$ cat config.mk
export PLATFORM = sky130hd
export DESIGN_NAME = integer_to_ascii_digits
export DESIGN_NICKNAME = d
export VERILOG_FILES = /design/src/design/itad_pkg.sv /design/src/design/itad_front.sv /design/src/design/itad_queue.sv /design/src/design/itad_back.sv /design/src/design/integer_to_ascii_digits.sv
export VERILOG_INCLUDE_DIRS = /design/src /design/src/design
export SDC_FILE = /design/constraint.sdc
export NUM_CORES = 1
export LEC_CHECK = 0
export BUFFER_PORTS_ARGS = -buffer_cell sky130_fd_sc_hd__buf_2
export CAP_MARGIN = 20
export CORE_MARGIN = 2
export CORE_UTILIZATION = 51
export DETAILED_ROUTE_END_ITERATION = 6
export PLACE_DENSITY = 0.73
export RECOVER_POWER = 25
export SYNTH_ARGS = -nofsm -noshare
export SYNTH_HDL_FRONTEND = slang
export SYNTH_HIERARCHICAL = 1
export SYNTH_SLANG_ARGS = --single-unit
$ cat constraint.sdc
create_clock -name clk_i -period 5.2 [get_ports clk_i]
set_input_delay 1.04 -clock clk_i [delete_from_list [all_inputs] [get_ports clk_i]]
set_output_delay 1.04 -clock clk_i [all_outputs]
set_load 0.01 [all_outputs]
$ cat src/design/assert_macros.svh
// assertion macros shared by the rtl modules
`ifndef ASSERT_MACROS_SVH
`define ASSERT_MACROS_SVH

// property holds in the same cycle as its trigger
`define ITAD_ASSERT_NOW(lbl, ante, cons, msg) \
  lbl: assert property (@(posedge clk_i) disable iff (!rst_ni) (ante) |-> (cons)) \
    else $error(msg);

// property holds in the cycle after its trigger
`define ITAD_ASSERT_NEXT(lbl, ante, cons, msg) \
  lbl: assert property (@(posedge clk_i) disable iff (!rst_ni) (ante) |=> (cons)) \
    else $error(msg);

`endif

$ cat src/design/itad_pkg.sv
// shared types, constants and the digit encoder for the ascii digit converter
`default_nettype none
package itad_pkg;

  localparam int ValueW = 32;
  localparam int MaxW   = 64;
  localparam int CharW  = 7;
  localparam int QDepth = 2;

  localparam logic [CharW-1:0] CharZero  = 7'h30;
  localparam logic [CharW-1:0] CharUpper = 7'h41;
  localparam logic [CharW-1:0] CharLower = 7'h61;

  typedef struct packed {
    logic [ValueW-1:0] value;
    logic              kind;
    logic              upper_case;
    logic              signed_mode;
  } in_t;

  typedef struct packed {
    logic [CharW-1:0] character;
    logic             last;
  } out_t;

  // per request mode carried with the magnitude through the queue
  typedef struct packed {
    logic dec;
    logic upper;
  } mode_t;

  function automatic logic [CharW-1:0] digit_char(input logic [3:0] d, input logic upper);
    logic [CharW-1:0] base;
    base = upper ? CharUpper : CharLower;
    if (d < 4'd10) begin
      digit_char = CharZero + CharW'(d);
    end else begin
      digit_char = base + CharW'(d - 4'd10);
    end
  endfunction

endpackage
`default_nettype wire

$ cat src/design/itad_front.sv
// front end: takes requests, masks to width and forms the magnitude (negated for negative signed decimal values)
`default_nettype none
module itad_front #(
  parameter int DATA_WIDTH = 32
) (
  input  wire logic                  in_valid_i,
  input  wire itad_pkg::in_t         in_req_i,
  input  wire logic                  q_full_i,
  output logic                       in_stall_o,
  output logic                       push_o,
  output logic [DATA_WIDTH-1:0]      mag_o,
  output itad_pkg::mode_t            mode_o
);
  import itad_pkg::*;

  logic [MaxW-1:0]       wide;
  logic [DATA_WIDTH-1:0] v;
  logic                  neg;

  assign wide = {{(MaxW-ValueW){1'b0}}, in_req_i.value};
  assign v    = wide[DATA_WIDTH-1:0];
  assign neg  = in_req_i.kind && in_req_i.signed_mode && v[DATA_WIDTH-1];

  assign mag_o        = neg ? (~v + {{(DATA_WIDTH-1){1'b0}}, 1'b1}) : v;
  assign mode_o.dec   = in_req_i.kind;
  assign mode_o.upper = in_req_i.upper_case;
  assign in_stall_o   = q_full_i;
  assign push_o       = in_valid_i && !q_full_i;

endmodule
`default_nettype wire

$ cat src/design/itad_queue.sv
// two-entry queue between the front end and the digit engine
`default_nettype none
`include "assert_macros.svh"
module itad_queue #(
  parameter int DATA_WIDTH = 32
) (
  input  wire logic                  clk_i,
  input  wire logic                  rst_ni,
  input  wire logic                  push_i,
  input  wire logic [DATA_WIDTH-1:0] mag_i,
  input  wire itad_pkg::mode_t       mode_i,
  input  wire logic                  pop_i,
  output logic                       full_o,
  output logic                       empty_o,
  output logic [DATA_WIDTH-1:0]      mag_o,
  output itad_pkg::mode_t            mode_o
);
  import itad_pkg::*;

  localparam int PtrW = $clog2(QDepth);
  localparam int CntW = $clog2(QDepth + 1);

  logic [DATA_WIDTH-1:0] mag_q  [QDepth];
  mode_t                 mode_q [QDepth];
  logic [PtrW-1:0]       wr_q, wr_d, rd_q, rd_d;
  logic [CntW-1:0]       cnt_q, cnt_d;

  assign full_o  = (cnt_q == CntW'(QDepth));
  assign empty_o = (cnt_q == '0);
  assign mag_o   = mag_q[rd_q];
  assign mode_o  = mode_q[rd_q];

  always_comb begin
    wr_d  = wr_q;
    rd_d  = rd_q;
    cnt_d = cnt_q;
    if (push_i) begin
      wr_d = (wr_q == PtrW'(QDepth - 1)) ? '0 : wr_q + 1'b1;
    end
    if (pop_i) begin
      rd_d = (rd_q == PtrW'(QDepth - 1)) ? '0 : rd_q + 1'b1;
    end
    if (push_i && !pop_i) begin
      cnt_d = cnt_q + 1'b1;
    end else if (pop_i && !push_i) begin
      cnt_d = cnt_q - 1'b1;
    end
  end

  always_ff @(posedge clk_i or negedge rst_ni) begin
    if (!rst_ni) begin
      wr_q  <= '0;
      rd_q  <= '0;
      cnt_q <= '0;
    end else begin
      wr_q  <= wr_d;
      rd_q  <= rd_d;
      cnt_q <= cnt_d;
    end
  end

  always_ff @(posedge clk_i) begin
    if (push_i) begin
      mag_q[wr_q]  <= mag_i;
      mode_q[wr_q] <= mode_i;
    end
  end

  `ITAD_ASSERT_NOW(a_no_overflow, push_i, !full_o, "push into a full queue")
  `ITAD_ASSERT_NOW(a_no_underflow, pop_i, !empty_o, "pop from an empty queue")

endmodule
`default_nettype wire

$ cat src/design/itad_back.sv
// digit engine: shift-and-add-3 decimal conversion or direct hex digit load, leading zero skip, output register
`default_nettype none
`include "assert_macros.svh"
module itad_back #(
  parameter int DATA_WIDTH = 32
) (
  input  wire logic                  clk_i,
  input  wire logic                  rst_ni,
  input  wire logic                  q_empty_i,
  input  wire logic [DATA_WIDTH-1:0] mag_i,
  input  wire itad_pkg::mode_t       mode_i,
  output logic                       pop_o,
  output logic                       out_valid_o,
  input  wire logic                  out_stall_i,
  output itad_pkg::out_t             out_req_o
);
  import itad_pkg::*;

  localparam int NumDigits = (DATA_WIDTH * 30103) / 100000 + 1;
  localparam int IdxW      = $clog2(NumDigits);
  localparam int CntW      = $clog2(DATA_WIDTH + 1);
  localparam int ExtW      = 4 * NumDigits;

  typedef enum logic [1:0] {
    StIdle,
    StConv,
    StSkip,
    StEmit
  } state_e;

  state_e                state_q;
  logic [3:0]            dig_q [NumDigits];
  logic [3:0]            adj   [NumDigits];
  logic [3:0]            dab   [NumDigits];
  logic [3:0]            hex   [NumDigits];
  logic [DATA_WIDTH-1:0] shr_q;
  logic [CntW-1:0]       cnt_q;
  logic [IdxW-1:0]       idx_q;
  logic                  upper_q;
  logic                  out_valid_q;
  out_t                  out_q;
  logic [ExtW-1:0]       hex_ext;
  logic [3:0]            cur;
  logic                  out_free;

  assign hex_ext  = {{(ExtW-DATA_WIDTH){1'b0}}, mag_i};
  assign cur      = dig_q[idx_q];
  assign out_free = !out_valid_q || !out_stall_i;
  assign pop_o    = (state_q == StIdle) && !q_empty_i;

  assign out_valid_o = out_valid_q;
  assign out_req_o   = out_q;

  // add 3 to digits of five and over, then shift one bit in
  always_comb begin
    for (int i = 0; i < NumDigits; i++) begin
      adj[i] = (dig_q[i] >= 4'd5) ? dig_q[i] + 4'd3 : dig_q[i];
      hex[i] = hex_ext[4*i +: 4];
    end
    dab[0] = {adj[0][2:0], shr_q[DATA_WIDTH-1]};
    for (int i = 1; i < NumDigits; i++) begin
      dab[i] = {adj[i][2:0], adj[i-1][3]};
    end
  end

  always_ff @(posedge clk_i or negedge rst_ni) begin
    if (!rst_ni) begin
      state_q     <= StIdle;
      out_valid_q <= 1'b0;
      cnt_q       <= '0;
    end else begin
      if (out_valid_q && !out_stall_i && state_q != StEmit) begin
        out_valid_q <= 1'b0;
      end
      case (state_q)
        StIdle: begin
          if (!q_empty_i) begin
            upper_q <= mode_i.upper;
            idx_q   <= IdxW'(NumDigits - 1);
            if (mode_i.dec) begin
              for (int i = 0; i < NumDigits; i++) begin
                dig_q[i] <= '0;
              end
              shr_q   <= mag_i;
              cnt_q   <= CntW'(DATA_WIDTH);
              state_q <= StConv;
            end else begin
              dig_q   <= hex;
              state_q <= StSkip;
            end
          end
        end
        StConv: begin
          dig_q <= dab;
          shr_q <= {shr_q[DATA_WIDTH-2:0], 1'b0};
          cnt_q <= cnt_q - 1'b1;
          if (cnt_q == CntW'(1)) begin
            state_q <= StSkip;
          end
        end
        StSkip: begin
          if (cur == 4'd0 && idx_q != '0) begin
            idx_q <= idx_q - 1'b1;
          end else begin
            state_q <= StEmit;
          end
        end
        StEmit: begin
          if (out_free) begin
            out_valid_q     <= 1'b1;
            out_q.character <= digit_char(cur, upper_q);
            out_q.last      <= (idx_q == '0);
            if (idx_q == '0) begin
              state_q <= StIdle;
            end else begin
              idx_q <= idx_q - 1'b1;
            end
          end
        end
        default: begin
          state_q <= StIdle;
        end
      endcase
    end
  end

  `ITAD_ASSERT_NOW(a_conv_count, state_q == StConv, cnt_q != '0,
    "shift counter empty while converting")
  `ITAD_ASSERT_NEXT(a_emit_hold, state_q == StEmit && out_valid_q && out_stall_i,
    $stable(idx_q) && state_q == StEmit, "digit pointer moved under stall")

endmodule
`default_nettype wire

$ cat src/design/integer_to_ascii_digits.sv
// top level of the integer to ascii digit converter
//
// Each request carries a value, a radix (hex or decimal), a letter case and
// a signed flag; the block returns the ascii digits most significant first,
// without leading zeros, with last set on the final digit. A two-entry queue
// lets a new request be taken while the previous one is still converting.
// Per request the digit engine loads the value, runs the shift-and-add-3
// steps in decimal (none in hex), skips the leading zero digits, settles
// on the first digit and then emits the digits in turn; the digit array
// holds ten positions at DATA_WIDTH = 32, so without output stalls the time
// a request takes does not depend on its value, and each output stall adds to it.
`default_nettype none
module integer_to_ascii_digits #(
  parameter int DATA_WIDTH = 32
) (
  input  wire logic           clk_i,
  input  wire logic           rst_ni,
  input  wire logic           in_valid_i,
  output logic                in_stall_o,
  input  wire itad_pkg::in_t  in_req_i,
  output logic                out_valid_o,
  input  wire logic           out_stall_i,
  output itad_pkg::out_t      out_req_o
);
  import itad_pkg::*;

  logic                  push, pop, q_full, q_empty;
  logic [DATA_WIDTH-1:0] f_mag, q_mag;
  mode_t                 f_mode, q_mode;

  itad_front #(.DATA_WIDTH(DATA_WIDTH)) u_front (
    .in_valid_i (in_valid_i),
    .in_req_i   (in_req_i),
    .q_full_i   (q_full),
    .in_stall_o (in_stall_o),
    .push_o     (push),
    .mag_o      (f_mag),
    .mode_o     (f_mode)
  );

  itad_queue #(.DATA_WIDTH(DATA_WIDTH)) u_queue (
    .clk_i   (clk_i),
    .rst_ni  (rst_ni),
    .push_i  (push),
    .mag_i   (f_mag),
    .mode_i  (f_mode),
    .pop_i   (pop),
    .full_o  (q_full),
    .empty_o (q_empty),
    .mag_o   (q_mag),
    .mode_o  (q_mode)
  );

  itad_back #(.DATA_WIDTH(DATA_WIDTH)) u_back (
    .clk_i       (clk_i),
    .rst_ni      (rst_ni),
    .q_empty_i   (q_empty),
    .mag_i       (q_mag),
    .mode_i      (q_mode),
    .pop_o       (pop),
    .out_valid_o (out_valid_o),
    .out_stall_i (out_stall_i),
    .out_req_o   (out_req_o)
  );

endmodule
`default_nettype wire

==> results of run 1 <==
layout by cell type (no fill, tap or decap), drive strengths merged, types with 9 or more instances in the layout:
master	instances
o31ai	16
nand2b	13
nor3b	11
o21ai	38
buf	43
nand2	52
nor3	9
xnor2	39
mux2i	19
a21oi	33
dfrtp	13
xor2	23
edfxtp	153
mux2	65
a22o	9
nor2	31
ha	36
inv	47
clkbuf	33
stage by stage:
stage | setup slack, ns | std cells | area [µm²]
after floorplan | 1.448 | 713 | 9133
after global routing | 0.8430 | 1000 | 10110
after CTS | 1.252 | 999 | 10130
final | 1.103 | 1000 | 10110
after global placement | 1.433 | 966 | 9530
after detailed placement | 1.235 | 967 | 9550
worst max-delay path by stage:
stage	cells after the start	end	slack, ns
detailed placement	10	u_back/out_req_o[6]	1.23
floorplan	6	u_back/dig_q[0]	1.45
global placement	10	u_back/out_req_o[6]	1.43
CTS	10	u_back/out_req_o[6]	1.25
finish	6	u_back/shr_q[6]	1.10
global route	6	u_back/shr_q[7]	0.84
power groups by stage:
stage               combinational [µW]  clock, µW  sequential (µW)
floorplan                         1940          0             2290
global placement                  2230          0             2390
detailed placement                2370          0             2410
CTS                               2390       1250             2390
global route                      2650       1300             2440
finish                            2410       1220             2400
flip-flops by register name (all words and copies together) (netlist names):
signal	cells
u_back/cnt_q	6
u_back/state_q	2
u_queue/rd_q	1
u_queue/mode_q	4
u_back/upper_q	1
u_queue/mag_q	64
u_back/idx_q	4
u_back/shr_q	32
u_back/out_valid_o	1
u_queue/wr_q	1
u_queue/cnt_q	2
u_back/out_req_o	8
u_back/dig_q	40
cells by family (layout without fill, tap and decap cells):
family / Yosys count / count (layout) / synth area share, %
compound gates: 126 / 126 / 9.289
xor+xnor: 62 / 62 / 5.946
fa+ha+maj: 36 / 36 / 4.932
buf+inv: 69 / 131 / 3.877
flops: 166 / 166 / 53.87
mux: 88 / 88 / 12.40
simple gates: 166 / 166 / 9.686
per-layer routing:
| layer | vias to the layer above | routed length [µm] |
|---|---|---|
| li1 | 2751 | - |
| met1 | 2777 | 7904 |
| met2 | 135 | 8841 |
| met3 | 32 | 597 |
| met4 | 0 | 476 |
| met5 | - | 0 |
layout make-up:
cell class | count | share of cell area (%)
Clock buffer | 19 | 4.382
Clock inverter | 13 | 1.374
Inverter | 42 | 1.560
Multi-Input combinational cell | 478 | 38.32
Sequential cell | 166 | 48.68
Tap cell | 225 | 2.785
Timing Repair Buffer | 57 | 2.896
==> flow_summary.ini, run 1 <==
[sta]
relSlewSlack_pct = -72.22
tns_ns = 0
setup_violations = 0
fin_worst_skew_ns = 0.009353
rsz0062_at_grt = false
tightest_slew_ns = 2.583
timing.fmax_mhz = 244.1
holdWs_ns = 0.5091
min_period_over_period_pct = 78.78
drv_slew = 106
hold_viol = 0
fin_crit_ns = 4.097

[setup_path]
startpoint_type = flip-flop
r2r-start = u_queue/rd_q
cpPeakStageDelay_ns = 1.81
end_kind = flip-flop
criticalPathCategory = reg -> reg
critPathBufInv = 2
cp_cell_sequence = clkbuf_1, mux2_2, nand2_1, a2bb2oi_1, nor2b_2, buf_4
r2r.worst_path.cells = 6
cp_top_family = buffers and inverters
cp_max_fo = 35
critPathArrivalTime_ns = 4.23
ff2ff_setup_slack_ns = 1.10
cp_slowest_cell = clkbuf_1
startpoint = u_queue/rd_q
required_ns = 5.34
r2r-end = u_back/shr_q[6]

[global_routing]
use_met3_pct = 3.642
grt_pass1_vias = 5760
grt-ovfl-total = 0
grtUsageTotal_pct = 19.64
antenna_found_initial = 0
grt_pass1_wl_um = 28640
grtUsageMet1_pct = 24.67
use_met2_pct = 33.17
top_usage_layer = met2
grt_max_degree = 46

[yosys]
synth.area.top_cells = edfxtp_1 (50%), ha_1 (4.9%), mux2_4 (4.9%)
ys_types = 66
yosysMostFrequentCell = edfxtp_1
synth_edf_count = 153
yosys-top-cells-count = edfxtp_1 (153), nand2_1 (52), inv_1 (41), xnor2_1 (39), o21ai_0 (38)
synth_ff_type = edfxtp_1
async_reset_ff_share_pct = 7.831
synth_top_area_share_pct = 50.31
yosysSeqAreaShare_pct = 53.87
syn_area_per_cell_um2 = 12.81
synth_top_area_cell = edfxtp_1
syn_nets = 788
syn-cell-area_um2 = 9133
yosysWarnings = 6
synthCells = 713
ys_ff_latch = 166

[clock_network]
cts_hold_buf = 0
numCtsBuffers = 17
cts_root_buffer = clkbuf_16
clk_pin_slew_worst_paths_ns = 0.07
cts_max_level = 4
cts_tree = built
cts-resized-gates = 0
postCtsSetupRepairBufs = 0
clock-sinks = 166
clkLatencyLatePin_ns = 0.43
clk_path_buf_depth = 2

[die]
ioPinCount = 49
core_um2 = 17420
die_h_um = 137.8
die_w_um = 137.8
start_util_pct = 52.44
dieArea_um2 = 18990
rows = 48

[power]
p_int_uw = 3866
power_frac_comb_pct = 39.9
power_uw = 6028
ir_drop_mv = 0.2486
power_density_nw_per_um2 = 596.3
p_sw_share_pct = 35.87
switching_power_uw = 2162
leakagePower_uw = 0.003804
pwr-share-seq_pct = 39.8
pwr-share-clk_pct = 20.3

[layout]
drive_gt1_share_pct = 21.42
multi_input_area_um2 = 3874
seqCellArea_um2 = 4921
nets = 837
diodes = 0
utilization_pct = 58.04
area_growth_pct = 10.69
fillers = 1376

[flow_run]
cap_violations = 3

[drt]
drcViolationCount = 0
wl_per_cell_um = 17.82
vias = 5695
drt_iter0_markers = 357
drt.antenna.violating_nets = 0
vias_per_cell = 5.695
routed_wl_um = 17820
first_pass_iters = 5

[hold_path]
min_to = u_queue/wr_q
hold_path.class = reg -> reg
whs_path_depth = 1
hp-start = u_queue/wr_q

[status]
status = complete, but fails checks
violations = capacitance limit, slew limit

[placed_design]
hpwl_um = 12910
portBuffers = 48
place.gp.congestion = 0.8467
No activity file was read; power rests on OpenSTA's default activity.
==> run 2, diff against run 1 <==
PLACE_DENSITY = 0.76   (was 0.73)
clock period = 3.5 ns   (was 5.2 ns; I/O delays follow)
==> run 2 against run 1 <==
  * The run still ends with capacitance limit, slew limit left
  * Flip-flop and latch count is the same
  * Sequential share of layout area grew 0.20 points
  * Highest routed layer unchanged
  * Via count shrank 0.30%
  * Count of clock-buffer cells in the layout is the same
  * Register-to-register slack lost 0.93 ns
  * Die area is the same
  * Design area shrank 0.41%
  * Hold slack lost 0.15 ns
  * Clock skew shrank 0.0015 ns
==> flow_summary.ini, run 2 (synthesis gave the netlist of run 1 again) <==
[die]
dieArea_um2 = 18990
die_h_um = 137.8
ioPinCount = 49
core_um2 = 17420
start_util_pct = 52.44
rows = 48
die_w_um = 137.8

[clock_network]
clk_pin_slew_worst_paths_ns = 0.06
numCtsBuffers = 17
cts_tree = built
cts_max_level = 4
postCtsSetupRepairBufs = 0
clkLatencyLatePin_ns = 0.42
cts_root_buffer = clkbuf_16
clk_path_buf_depth = 2
clock-sinks = 166

[layout]
fin_area_um2 = 10070
area_growth_pct = 10.23
reg.largest.list = u_queue/mag_q (64), u_back/dig_q (40), u_back/shr_q (32)
nets = 844
drive_gt1_share_pct = 19.57
diodes = 0
final_cells = 1007
regMostFlops = u_queue/mag_q
final_common_cell = edfxtp_1
most-common-layout-cells = edfxtp_1 (153), nand2_1 (52), inv_1 (41)
largest_reg_flops = 64

[hold_path]
hold_path.class = in -> async

[global_routing]
grt_pass1_wl_um = 28130
grt_pass1_vias = 5643
antenna_found_initial = 0
grt_max_degree = 44
grt-ovfl-total = 0
grtUsageTotal_pct = 19.04

[drt]
drt.antenna.violating_nets = 0
vias = 5678
drt_iter0_markers = 324
routed_wl_um = 17020
first_pass_iters = 5
vias_per_cell = 5.639
drcViolationCount = 0
wl_per_cell_um = 16.90

[sta]
tightest_slew_ns = 2.119
fin_crit_ns = 3.322
holdWs_ns = 0.3572
relSlewSlack_pct = -41.25
hold_viol = 0
timing.fmax_mhz = 301.0
setup_violations = 0
fin_worst_skew_ns = 0.007816
drv_slew = 35
min_period_over_period_pct = 94.93
rsz0062_at_grt = false
tns_ns = 0

[placed_design]
place.gp.congestion = 0.9080
portBuffers = 48
hpwl_um = 12110
place_area_um2 = 9598
dp.cells = 975

[setup_path]
required_ns = 3.67
ff2ff_setup_slack_ns = 0.18
critPathArrivalTime_ns = 3.49
criticalPathCategory = reg -> reg
startpoint_type = flip-flop
cp_max_fo = 16
end_kind = flip-flop

[status]
status = complete, but fails checks
violations = capacitance limit, slew limit

[power]
power_density_nw_per_um2 = 869.1
leakagePower_uw = 0.003747
ir_drop_mv = 0.4387

[flow_run]
cap_violations = 1
-- run 2: changes by cell type in the layout (fill, tap and decap cells not counted), moves of 2 or more --
cell	previous run	this run
buf_2	38	36
mux2_4	29	11
inv_6	5	3
mux2_1	2	21
buf_4	4	14
-- run 2: cell type report --
| class | count | area (µm²) |
|---|---|---|
| flip-flops and latches | 166 | 4921 |
| fillers | 1418 | 7350 |
| repair buffers | 64 | 337.8 |
| well taps | 225 | 281.5 |
| multi-input cells | 478 | 3811 |
| clock inverters | 13 | 125.1 |
| clock buffers | 19 | 432.9 |
| inverters | 42 | 157.7 |
-- run 2: power by group --
group | internal (µW) | switching [µW] | total [µW]
clock | 989 | 771 | 1760
combinational | 1530 | 2010 | 3540
sequential | 3080 | 368 | 3450
-- run 2: worst max-delay path, stage by stage, from the launching register on --
cell      delay, ns
edfxtp_1       0.39
buf_4          0.24
mux2i_1        0.16
mux4_2         0.50
o22a_2         0.31
a21o_2         0.28
ha_1           0.32
inv_1          0.07
nor3_2         0.15
or3b_2         0.45
and4b_1        0.19
-- run 2: worst paths after layout --
kind / startpoint / end / cells after the start
setup / recovery: u_back/idx_q[0] / u_back/out_req_o[6] / 10
hold / removal: rst_ni / u_queue/wr_q / 1
setup reg to reg: u_back/idx_q[0] / u_back/out_req_o[6] / 10
hold reg to reg: u_queue/cnt_q[1] / u_queue/cnt_q[1] / 1
max in group asynchronous: rst_ni / u_queue/rd_q / 1
min in group clk_i: in_req_i[1] / u_queue/mode_q[1][0] / 1
-- run 2: metrics by stage --
stage / utilization [%] / total power, µW / setup WS, ns
CTS: 58.31 / 8910 / 0.1447
finish: 57.80 / 8749 / 0.1776
floorplan: - / 6276 / 0.3709
detailed placement: 55.11 / 7099 / 0.1617
global route: 57.80 / 9326 / 0.01025
global placement: 55.11 / 6916 / 0.2941
-- run 2: timing repair --
| item | 4_1_cts | 5_1_grt |
|---|---|---|
| hold buffers | 0 | 0 |
| endpoints found under the setup margin | 0 | 1 |
| resized for setup | 0 | 1 |
-- run 2: routing by layer --
layer | vias to the layer above | part of all wire (%) | track usage, %
li1 | 2745 | - | -
met1 | 2796 | 46 | 25.25
met2 | 116 | 49 | 31.81
met3 | 21 | 3.1 | 2.575
met4 | 0 | 1.9 | 7.596
met5 | - | 0 | 0
==> run 3, diff against run 2 <==
CTS_BUF_LIST = sky130_fd_sc_hd__clkbuf_8   (was unset)
PLACE_DENSITY = 0.73   (was 0.76)
clock period = 4.2 ns   (was 3.5 ns; I/O delays follow)
==> run 3 against run 2 <==
  * The run still ends with capacitance limit, slew limit left
  * Worst setup slack better by 0.22 ns
  * Fmax is 13% lower
  * Die area unchanged
  * Count of clock-buffer cells in the layout fell by 2
  * Clock skew grew 0.0027 ns
  * Wire length rose by 0.26%
==> flow_summary.ini, run 3 (synthesis gave the netlist of run 1 again) <==
[die]
ioPinCount = 49
die_h_um = 137.8
dieArea_um2 = 18990
core_um2 = 17420
rows = 48
start_util_pct = 52.44
die_w_um = 137.8

[clock_network]
postCtsSetupRepairBufs = 0
cts-resized-gates = 0
clk_path_buf_depth = 2
numCtsBuffers = 17
cts_root_buffer = clkbuf_8
cts_hold_buf = 0
cts_max_level = 4
clk_pin_slew_worst_paths_ns = 0.09
clock-sinks = 166
clkLatencyLatePin_ns = 0.45
cts_tree = built

[power]
leakagePower_uw = 0.003713
power_density_nw_per_um2 = 704.1
pwr-share-clk_pct = 15.7
p_sw_share_pct = 37.12
pwr-share-seq_pct = 42.2
ir_drop_mv = 0.3231
power_frac_comb_pct = 42.1
p_int_uw = 4381
switching_power_uw = 2586

[setup_path]
end_kind = flip-flop
ff2ff_setup_slack_ns = 0.40
r2r-end = u_back/out_req_o[6]
criticalPathCategory = reg -> reg
worstSetupEndpoint = u_back/out_req_o[6]
startpoint = u_back/idx_q[0]
r2r-start = u_back/idx_q[0]
required_ns = 4.41
critPathArrivalTime_ns = 4.01
cp_max_fo = 13
r2r.worst_path.cells = 11
startpoint_type = flip-flop

[drt]
wl_per_cell_um = 17.03
drt_iter0_markers = 337
first_pass_iters = 4
drcViolationCount = 0
vias_per_cell = 5.711
routed_wl_um = 17060
drt.antenna.violating_nets = 0
vias = 5722

[status]
violations = capacitance limit, slew limit
status = complete, but fails checks

[sta]
rsz0062_at_grt = false
setup_violations = 0
fin_worst_skew_ns = 0.01054
tns_ns = 0
fin_crit_ns = 3.801
hold_viol = 0
drv_slew = 107
fin_ws_ns = 0.3994
min_period_over_period_pct = 90.49
relSlewSlack_pct = -58.96
timing.fmax_mhz = 263.1
tightest_slew_ns = 2.384

[placed_design]
place.gp.congestion = 0.9037
pre_cts_slack_ns = 0.5096
hpwl_um = 12460
portBuffers = 48

[layout]
largest_reg_flops = 64
nets = 839
most-common-layout-cells = edfxtp_1 (153), nand2_1 (52), inv_1 (42)
reg.largest.list = u_queue/mag_q (64), u_back/dig_q (40), u_back/shr_q (32)
area_growth_pct = 8.357
diodes = 0
regMostFlops = u_queue/mag_q
drive_gt1_share_pct = 21.24
final_common_cell = edfxtp_1

[hold_path]
hold_path.class = in -> async

[global_routing]
grt_pass1_wl_um = 27860
grt_max_degree = 45
grt_pass1_vias = 5661
grtUsageTotal_pct = 19.05
antenna_found_initial = 0
grt-ovfl-total = 0

[flow_run]
cap_violations = 3
-- run 3: cell types whose count changed in the layout (fill, tap and decap cells not counted), moves of 2 or more --
cell | previous run | this run
clkbuf_1 | 16 | 13
inv_6 | 3 | 5
mux2_4 | 11 | 26
mux2_1 | 21 | 5
buf_4 | 14 | 7
clkbuf_8 | 0 | 17
clkbuf_16 | 17 | 0
buf_2 | 36 | 39
-- run 3: cell type report --
class	count	area, µm²
clock buffers	17	234.0
clock inverters	15	145.1
fillers	1421	7521
inverters	42	157.7
multi-input cells	478	3860
flip-flops and latches	166	4921
well taps	225	281.5
repair buffers	59	296.5
-- run 3: per-layer routing --
| metal | global-route usage [%] | wire length (µm) |
|---|---|---|
| met1 | 24.64 | 7563 |
| met2 | 31.81 | 8301 |
| met3 | 3.606 | 740 |
| met4 | 7.540 | 454 |
| met5 | 0 | 0 |
-- run 3: per-stage QoR --
stage                     instances  hold WS [ns]  cell area (µm²)  total power, µW  utilization (%)
final                          1002        0.4631             9896             6967            56.82
after global routing           1002        0.4965             9896             7466            56.82
after CTS                      1002        0.2606             9940             7015            57.07
after detailed placement        970        0.5025             9560             5909            54.89
after global placement          970        0.4735             9560             5734            54.89
after floorplan                 713        0.4531             9133             5232                -
-- run 3: how the worst min path moves through the flow --
| stage | end | startpoint | slack, ns |
|---|---|---|---|
| 2_1_floorplan | u_queue/wr_q | u_queue/wr_q | 0.45 |
| 3_3_place_gp | u_queue/cnt_q[1] | u_queue/cnt_q[1] | 0.47 |
| 3_5_place_dp | u_queue/wr_q | u_queue/wr_q | 0.50 |
| 4_1_cts | u_back/cnt_q[5] | rst_ni | 0.26 |
| 5_1_grt | u_back/cnt_q[5] | rst_ni | 0.50 |
| 6_report | u_queue/wr_q | rst_ni | 0.46 |
-- run 3: critical path: stages, from the launching register on --
cell and delay [ns]:
edfxtp_1 0.77, clkbuf_1 0.49, mux2i_1 0.28, a2bb2oi_1 0.10, a21oi_2 0.37, ha_1 0.22, inv_1 0.05, ha_1 0.27
inv_1 0.08, nor3_1 0.29, or3b_2 0.46, and4b_1 0.19
-- run 3: power groups by stage --
stage	Sequential, µW	Combinational [µW]	Clock [µW]
after floorplan	2830	2400	0
after global placement	2940	2800	0
final	2940	2930	1100
after CTS	2930	2960	1130
after global routing	3000	3280	1190
after detailed placement	2970	2940	0
